File: src/design/asc_pkg.sv
// ----------------------------------------------------------------------------
// asc_pkg
// shared types and constants of the aliquot sum classifier
// ----------------------------------------------------------------------------
package asc_pkg;

  // default width of the number to classify
  localparam int NUM_WIDTH_DEF = 16;

  // width of the reported divisor sum, saturating
  localparam int SUM_WIDTH = 18;

  // width of the class code
  localparam int CLASS_WIDTH = 2;

  // result tdata: class and sum packed, padded to whole bytes
  localparam int OUT_TDATA_WIDTH = ((CLASS_WIDTH + SUM_WIDTH + 7) / 8) * 8;

  // class codes
  typedef enum logic [CLASS_WIDTH-1:0] {
    CLASS_DEFICIENT = 2'd0,
    CLASS_PERFECT   = 2'd1,
    CLASS_ABUNDANT  = 2'd2,
    CLASS_INVALID   = 2'd3
  } asc_class_t;

  // request from the sequencer to the remainder unit
  typedef struct packed {
    logic start;
  } asc_div_req_t;

  // status from the remainder unit to the sequencer
  typedef struct packed {
    logic busy;
    logic done;
  } asc_div_sts_t;

endpackage

File: src/design/asc_divider.sv
// ----------------------------------------------------------------------------
// asc_divider
// restoring serial divider that returns the remainder, one bit per cycle
// ----------------------------------------------------------------------------
module asc_divider #(
  parameter int W = asc_pkg::NUM_WIDTH_DEF
) (
  input  logic                clk,
  input  logic                rst_n,
  input  asc_pkg::asc_div_req_t req,
  input  logic [W-1:0]        dividend,
  input  logic [W-1:0]        divisor,
  output asc_pkg::asc_div_sts_t sts,
  output logic [W-1:0]        remainder
);
  import asc_pkg::*;

  localparam int CW = $clog2(W);
  localparam logic [CW-1:0] CNT_LAST = CW'(W - 1);

  logic          busy_r, busy_nxt;
  logic          done_r, done_nxt;
  logic [CW-1:0] cnt_r, cnt_nxt;
  logic [W-1:0]  rem_r, rem_nxt;
  logic [W-1:0]  dvd_r, dvd_nxt;
  logic [W-1:0]  dsr_r, dsr_nxt;
  logic [W:0]    trial;

  // one restoring step: shift in the next dividend bit, subtract if it fits
  always_comb begin
    busy_nxt = busy_r;
    done_nxt = 1'b0;
    cnt_nxt  = cnt_r;
    rem_nxt  = rem_r;
    dvd_nxt  = dvd_r;
    dsr_nxt  = dsr_r;
    trial    = {rem_r, dvd_r[W-1]};
    if (req.start && !busy_r) begin
      busy_nxt = 1'b1;
      cnt_nxt  = '0;
      rem_nxt  = '0;
      dvd_nxt  = dividend;
      dsr_nxt  = divisor;
    end else if (busy_r) begin
      if (trial >= {1'b0, dsr_r}) begin
        rem_nxt = W'(trial - {1'b0, dsr_r});
      end else begin
        rem_nxt = trial[W-1:0];
      end
      dvd_nxt = {dvd_r[W-2:0], 1'b0};
      cnt_nxt = cnt_r + 1'b1;
      if (cnt_r == CNT_LAST) begin
        busy_nxt = 1'b0;
        done_nxt = 1'b1;
      end
    end
  end

  // control state
  always_ff @(posedge clk) begin
    if (!rst_n) begin
      busy_r <= 1'b0;
      done_r <= 1'b0;
      cnt_r  <= '0;
    end else begin
      busy_r <= busy_nxt;
      done_r <= done_nxt;
      cnt_r  <= cnt_nxt;
    end
  end

  // datapath
  always_ff @(posedge clk) begin
    rem_r <= rem_nxt;
    dvd_r <= dvd_nxt;
    dsr_r <= dsr_nxt;
  end

  assign sts.busy  = busy_r;
  assign sts.done  = done_r;
  assign remainder = rem_r;

  // done only ever follows the last step of a running division
  a_done_after_busy: assert property (@(posedge clk) disable iff (!rst_n)
    done_r |-> $past(busy_r))
    else $error("divider done without a running division");

  // remainder is below a nonzero divisor at completion
  a_rem_below_divisor: assert property (@(posedge clk) disable iff (!rst_n)
    (done_r && dsr_r != '0) |-> (rem_r < dsr_r))
    else $error("divider remainder not below divisor");

  // a start while idle always launches a division
  a_start_launches: assert property (@(posedge clk) disable iff (!rst_n)
    (req.start && !busy_r) |=> (busy_r && cnt_r == '0))
    else $error("divider did not start");

endmodule

File: src/design/aliquot_sum_classifier_core.sv
// ----------------------------------------------------------------------------
// aliquot_sum_classifier_core
// classifies a number as deficient, perfect or abundant by its aliquot sum
// ----------------------------------------------------------------------------
// usage
//   in_*  : one number per transaction in in_tdata, taken when in_tvalid and
//           in_tready are both high. in_tready is high only while the
//           sequencer is idle, so one number is worked on at a time.
//   out_* : one result per number: class code and saturated divisor sum.
//           out_tvalid holds until out_tready takes the transaction.
// sequencing
//   every trial divisor d from 1 to n-1 goes in turn through the serial
//   remainder unit after a check state, and a divisor that leaves no
//   remainder is added to the sum as the unit reports done; zero and one
//   go straight from the check to the finish. The serial divider sets the
//   run time of a number.
// reset
//   rst_n (synchronous, active low) returns the sequencer to idle and drops
//   out_tvalid; any number in progress is lost.
// stall
//   a waiting result sits in the output register; the next number is taken
//   and worked on meanwhile, and its result waits until the register frees.
// ----------------------------------------------------------------------------
module aliquot_sum_classifier_core #(
  parameter int NUMBER_WIDTH = asc_pkg::NUM_WIDTH_DEF
) (
  input  logic clk,
  input  logic rst_n,
  // in_tdata: number [NUMBER_WIDTH-1:0]
  input  logic [((NUMBER_WIDTH+7)/8)*8-1:0] in_tdata,
  input  logic                              in_tvalid,
  output logic                              in_tready,
  // out_tdata: number_class [1:0], divisor_sum [19:2]
  output logic [asc_pkg::OUT_TDATA_WIDTH-1:0] out_tdata,
  output logic                                out_tvalid,
  input  logic                                out_tready
);
  import asc_pkg::*;

  // exact sum width: the aliquot sum stays below 16 n for these widths
  localparam int ACC_W = NUMBER_WIDTH + 4;
  localparam int PAD_W = OUT_TDATA_WIDTH - CLASS_WIDTH - SUM_WIDTH;

  typedef enum logic [3:0] {
    S_IDLE   = 4'b0001,
    S_CHECK  = 4'b0010,
    S_DIVIDE = 4'b0100,
    S_FINISH = 4'b1000
  } asc_state_t;

  asc_state_t            state_r, state_nxt;
  logic [NUMBER_WIDTH-1:0] held_r, held_nxt;
  logic [NUMBER_WIDTH-1:0] trial_r, trial_nxt;
  logic [ACC_W-1:0]      sum_r, sum_nxt;
  logic                  out_valid_r, out_valid_nxt;
  asc_class_t            out_class_r, out_class_nxt;
  logic [SUM_WIDTH-1:0]  out_sum_r, out_sum_nxt;
  asc_class_t            class_calc;
  logic [SUM_WIDTH-1:0]  sum_sat;
  logic [ACC_W-1:0]      held_ext;
  logic                  in_accept;
  logic                  out_free;
  asc_div_req_t          div_req;
  asc_div_sts_t          div_sts;
  logic [NUMBER_WIDTH-1:0] div_rem;

  // single remainder unit, used for every trial divisor
  asc_divider #(
    .W(NUMBER_WIDTH)
  ) u_divider (
    .clk      (clk),
    .rst_n    (rst_n),
    .req      (div_req),
    .dividend (held_r),
    .divisor  (trial_r),
    .sts      (div_sts),
    .remainder(div_rem)
  );

  // saturate the exact sum to the reported width
  generate
    if (ACC_W > SUM_WIDTH) begin : g_sat
      assign sum_sat = (|sum_r[ACC_W-1:SUM_WIDTH]) ? {SUM_WIDTH{1'b1}}
                                                   : sum_r[SUM_WIDTH-1:0];
    end else begin : g_ext
      assign sum_sat = SUM_WIDTH'(sum_r);
    end
  endgenerate

  // class from the exact sum; a zero number is invalid
  assign held_ext = ACC_W'(held_r);
  always_comb begin
    if (held_r == '0) begin
      class_calc = CLASS_INVALID;
    end else if (sum_r < held_ext) begin
      class_calc = CLASS_DEFICIENT;
    end else if (sum_r == held_ext) begin
      class_calc = CLASS_PERFECT;
    end else begin
      class_calc = CLASS_ABUNDANT;
    end
  end

  assign in_tready = (state_r == S_IDLE);
  assign in_accept = in_tvalid && in_tready;
  assign out_free  = !out_valid_r || out_tready;

  // sequencer: takes a number, steps over the trial divisors and hands out the result
  always_comb begin
    state_nxt     = state_r;
    held_nxt      = held_r;
    trial_nxt     = trial_r;
    sum_nxt       = sum_r;
    out_valid_nxt = out_valid_r && !out_tready;
    out_class_nxt = out_class_r;
    out_sum_nxt   = out_sum_r;
    div_req.start = 1'b0;
    unique case (state_r)
      S_IDLE: begin
        if (in_accept) begin
          held_nxt  = in_tdata[NUMBER_WIDTH-1:0];
          trial_nxt = NUMBER_WIDTH'(1);
          sum_nxt   = '0;
          state_nxt = S_CHECK;
        end
      end
      S_CHECK: begin
        if (trial_r < held_r) begin
          div_req.start = 1'b1;
          state_nxt     = S_DIVIDE;
        end else begin
          state_nxt = S_FINISH;
        end
      end
      S_DIVIDE: begin
        if (div_sts.done) begin
          if (div_rem == '0) begin
            sum_nxt = sum_r + ACC_W'(trial_r);
          end
          trial_nxt = trial_r + 1'b1;
          state_nxt = S_CHECK;
        end
      end
      S_FINISH: begin
        if (out_free) begin
          out_valid_nxt = 1'b1;
          out_class_nxt = class_calc;
          out_sum_nxt   = sum_sat;
          state_nxt     = S_IDLE;
        end
      end
      default: begin
        state_nxt = S_IDLE;
      end
    endcase
  end

  // control state
  always_ff @(posedge clk) begin
    if (!rst_n) begin
      state_r     <= S_IDLE;
      out_valid_r <= 1'b0;
    end else begin
      state_r     <= state_nxt;
      out_valid_r <= out_valid_nxt;
    end
  end

  // working and result registers
  always_ff @(posedge clk) begin
    held_r      <= held_nxt;
    trial_r     <= trial_nxt;
    sum_r       <= sum_nxt;
    out_class_r <= out_class_nxt;
    out_sum_r   <= out_sum_nxt;
  end

  assign out_tvalid = out_valid_r;
  assign out_tdata  = {{PAD_W{1'b0}}, out_sum_r, out_class_r};

  // a division is only under way for a proper trial divisor
  a_trial_proper: assert property (@(posedge clk) disable iff (!rst_n)
    (state_r == S_DIVIDE) |-> (trial_r < held_r && trial_r != '0))
    else $error("trial divisor out of range");

  // the divider only reports back while the sequencer waits for it
  a_done_in_divide: assert property (@(posedge clk) disable iff (!rst_n)
    div_sts.done |-> (state_r == S_DIVIDE))
    else $error("divider result outside the divide state");

  // a finished item never overwrites a result still waiting
  a_no_overwrite: assert property (@(posedge clk) disable iff (!rst_n)
    (state_r == S_FINISH && out_valid_r && !out_tready) |=> (state_r == S_FINISH))
    else $error("result overwritten while stalled");

endmodule
File: config.mk
export PLATFORM = sky130hd
export DESIGN_NAME = aliquot_sum_classifier_core
export DESIGN_NICKNAME = d
export VERILOG_FILES = /design/src/design/asc_pkg.sv /design/src/design/asc_divider.sv /design/src/design/aliquot_sum_classifier_core.sv
export SDC_FILE = /design/constraint.sdc
export NUM_CORES = 1
export LEC_CHECK = 0
export ABC_AREA = 1
export BUFFER_PORTS_ARGS = -buffer_cell sky130_fd_sc_hd__buf_2
export CAP_MARGIN = 20
export CELL_PAD_IN_SITES_DETAIL_PLACEMENT = 1
export CELL_PAD_IN_SITES_GLOBAL_PLACEMENT = 2
export CORE_MARGIN = 4
export CORE_UTILIZATION = 38
export CTS_CLUSTER_DIAMETER = 40
export CTS_CLUSTER_SIZE = 30
export DETAILED_ROUTE_END_ITERATION = 6
export HOLD_SLACK_MARGIN = 0.08
export PLACE_DENSITY = 0.85
export SLEW_MARGIN = 0
export SYNTH_ARGS = -nofsm -noshare
export SYNTH_HDL_FRONTEND = slang
export SYNTH_SLANG_ARGS = --single-unit
File: constraint.sdc
create_clock -name clk -period 2.83 [get_ports clk]
set_input_delay 0.283 -clock clk [delete_from_list [all_inputs] [get_ports clk]]
set_output_delay 0.283 -clock clk [all_outputs]
set_load 0.02 [all_outputs]
==> out/metrics.yaml <==
status: "complete, no violations"
fin_crit_sh: 0.862
routed_wl_um: 24200
netlist.area_leader.share: 0.376
slew_violations: 0
syn-cell-area_sq_um: 8300
syn2layout_area_growth_pct: 16.6
rsz0062_at_grt: "false"
synth_flop_cell: "edfxtp_1"
fin_tns_setup_ns: 0
worst-slew-pin-transition_ns: 0.710
cts_setup_buffers: 0
cp-start-kind: "flop"
max_stage_delay_ns: 0.48
die-height_um: 156
fin_crit_ns: 2.44
ys_seq_area_frac: 0.441
antenna_found_initial: 0
seqPwrFrac: 0.359
grt_max_degree: 33
fmax_mhz: 410
critPathArrivalTime_ns: 2.45
core_sq_um: 21300
intPower_mw: 4.68
setup_viol: 0
cts_tree: "built"
cp.required_ns: 2.84
yosys.area.top_type: "edfxtp_1"
finalHoldViolations: 0
h-tree-depth: 4
timing.hold.ws_ns: 0.109
vias_per_cell: 5.12
crit_top_cell: "nand2_1"
start_util: 0.390
cp_max_fo: 16
combPwrFrac: 0.361
leakage_nw: 4.50
cts_sinks: 131
reg2reg_to: "u_divider.dvd_r[8]"
die_area_sq_um: 24300
clock-root-buffer: "clkbuf_16"
yosys_warnings: 0
cp-startpoint: "trial_r[13]"
fin_nets: 1167
max-slew-margin-rel: 0.525
hold_path.class: "input port to flop"
async_reset_ff_frac: 0
fp.dieW_um: 156
maxCapViolCount: 0
drive_above_1_share: 0.132
r2r_slack_ns: 0.39
dpl.hpwl_um: 18600
clk_pin_slew_ns: 0.07
grt_pass1_vias: 7465
synth-seq-cells: 131
swShare: 0.411
synth.avg_cell_area_sq_um: 8.32
ys_top_cells_by_area: "edfxtp_1, nand2_1, ha_1"
rows: 53
synth_edf_count: 104
reg2reg_from: "trial_r[13]"
peakVddDrop_v: 0.000421
grt_pass1_wl_um: 39600
firstDrtPassIters: 4
cts_made_buffers: 17
cts_resized: 0
n_antenna_cell: 0
cellPowerDensity_nw_per_um2: 821
grt-ovfl-total: 0
gp_congestion: 0.867
synth_cell_types: 48
switching_power_mw: 3.27
port-buffer-count: 41
route.vias.total: 7010
worstSetupPathType: "flop to flop"
wl_per_cell_um: 17.7
drt_iter0_drc: 356
cts_buffer_depth: 2
holdPathStages: 2
crit_chain: "ha_1, nand2_1, nor4_2, nand2_1, nand3_2, nand2_1"
grt_usage: 0.208
syn_inst: 998
io_pins: 46
crit_end: "u_divider.dvd_r[8]"
drc_errors: 0
skew_ns: 0.0113
drt.antenna.violating_nets: 0
endpoint_kind: "flop"
p_clk_frac: 0.280
clk_latency_ns: 0.43
r2r_cells: 6
crit_slowest_cell: "edfxtp_1"
==> synth_stat cells (2+ instances only) <==
| cell | count |
|---|---|
| nand3b_1 | 8 |
| inv_1 | 152 |
| a21o_1 | 3 |
| a21boi_0 | 2 |
| a21oi_2 | 2 |
| nor2_2 | 3 |
| xor2_1 | 4 |
| edfxtp_1 | 104 |
| buf_2 | 5 |
| o21a_1 | 3 |
| clkbuf_1 | 5 |
| o21bai_1 | 2 |
| buf_6 | 3 |
| nor3_1 | 17 |
| nand4_1 | 33 |
| o21ai_0 | 35 |
| inv_2 | 5 |
| nor2_1 | 70 |
| nand3_2 | 8 |
| dfxtp_1 | 27 |
| nor4_1 | 7 |
| o211ai_1 | 2 |
| nand3_1 | 83 |
| nand2_1 | 231 |
| xnor2_1 | 6 |
| a31oi_1 | 3 |
| ha_1 | 65 |
| nand2_2 | 18 |
| fa_1 | 2 |
| buf_4 | 6 |
| a21oi_1 | 67 |
==> worst max-delay path: cells and delay by family (launching register included) <==
family,cells,cell delay [ns]
adders and majority gates,1,0.35
DFF,1,0.48
and+or+nand+nor,5,1.19
==> per-stage QoR <==
stage | util | setup WS [ns] | power [mW] | instance area, sq um | std cells
finish | 0.455 | 0.391 | 7.94 | 9680 | 1368
global route | 0.455 | 0.154 | 8.53 | 9680 | 1368
CTS | 0.455 | 0.371 | 8.03 | 9680 | 1368
detailed placement | 0.418 | 0.382 | 5.74 | 8910 | 1320
global placement | 0.418 | 0.483 | 5.65 | 8910 | 1320
floorplan | - | 0.168 | 4.71 | 8310 | 1001
==> cell type report <==
type | instances | area (sq um)
Fill cell | 2530 | 11600
Sequential cell | 131 | 3660
Multi-Input combinational cell | 692 | 3930
Clock inverter | 15 | 188
Clock buffer | 17 | 425
Inverter | 158 | 593
Timing Repair Buffer | 80 | 538
Tap cell | 275 | 344
==> cells by family (layout without fill, tap and decap cells) <==
group,Yosys count,count (layout),synth area share
AO/OA/AOI/OAI,120,120,0.0773
XOR/XNOR,10,10,0.0105
adder cells (fa/ha/maj),67,67,0.103
buffers and inverters,178,270,0.0886
flip-flops,131,131,0.441
multiplexers,1,1,0.00121
other,1,4,0.000452
AND/OR/NAND/NOR,490,490,0.278
==> worst min path at each step <==
stage | startpoint | slack (ns) | end
2_1_floorplan | in_tdata[0] | 0.38 | held_r[0]
3_3_place_gp | in_tdata[0] | 0.46 | held_r[0]
3_5_place_dp | in_tdata[3] | 0.46 | held_r[3]
4_1_cts | rst_n | 0.08 | state_r[0]
5_1_grt | rst_n | 0.11 | state_r[0]
6_report | rst_n | 0.11 | state_r[0]
==> placed cells by master, fill, tap and decap left out, types with 7 or more instances in the layout <==
cell type | Yosys | final
o21ai_0 | 35 | 35
buf_2 | 5 | 41
edfxtp_1 | 104 | 104
clkbuf_16 | 0 | 17
nor4_1 | 7 | 7
nand2_1 | 231 | 231
nor2_1 | 70 | 70
nor3_1 | 17 | 16
inv_1 | 152 | 152
buf_4 | 6 | 23
nand3_2 | 8 | 8
ha_1 | 65 | 65
nand3b_1 | 8 | 8
nand4_1 | 33 | 33
nand3_1 | 83 | 83
dfxtp_1 | 27 | 27
nand2_2 | 18 | 18
dlygate4sd3_1 | 0 | 16
a21oi_1 | 67 | 65
==> routing by layer <==
layer  vias up  track usage  part of all wire
li1       3517            -                 -
met1      3355        0.258              0.43
met2       110        0.375              0.52
met3        28       0.0300             0.035
met4         0       0.0621             0.015
met5         -            0                 0
==> sequential cells by signal (all words and copies together), names as in the netlist <==
register             count
sum_r                   20
out_sum_r               18
held_r                  16
trial_r                 16
u_divider.dsr_r         16
u_divider.dvd_r         16
u_divider.remainder     16
state_r                  4
u_divider.cnt_r          4
out_class_r              2
out_tvalid               1
u_divider.busy_r         1
u_divider.done_r         1
==> power by group through the flow <==
stage	sequential, mW	combinational [mW]	clock, mW
global route	2.89	3.28	2.36
CTS	2.85	2.89	2.28
global placement	2.89	2.77	0
finish	2.85	2.86	2.23
detailed placement	2.89	2.85	0
floorplan	2.81	1.90	0
==> what timing repair did <==
| item | CTS | global route |
|---|---|---|
| hold endpoints to repair | 16 | 0 |
| hold buffers | 16 | 0 |
| endpoints found under the setup margin | 0 | 0 |
Note: power is estimated with default switching activity, not from simulation.
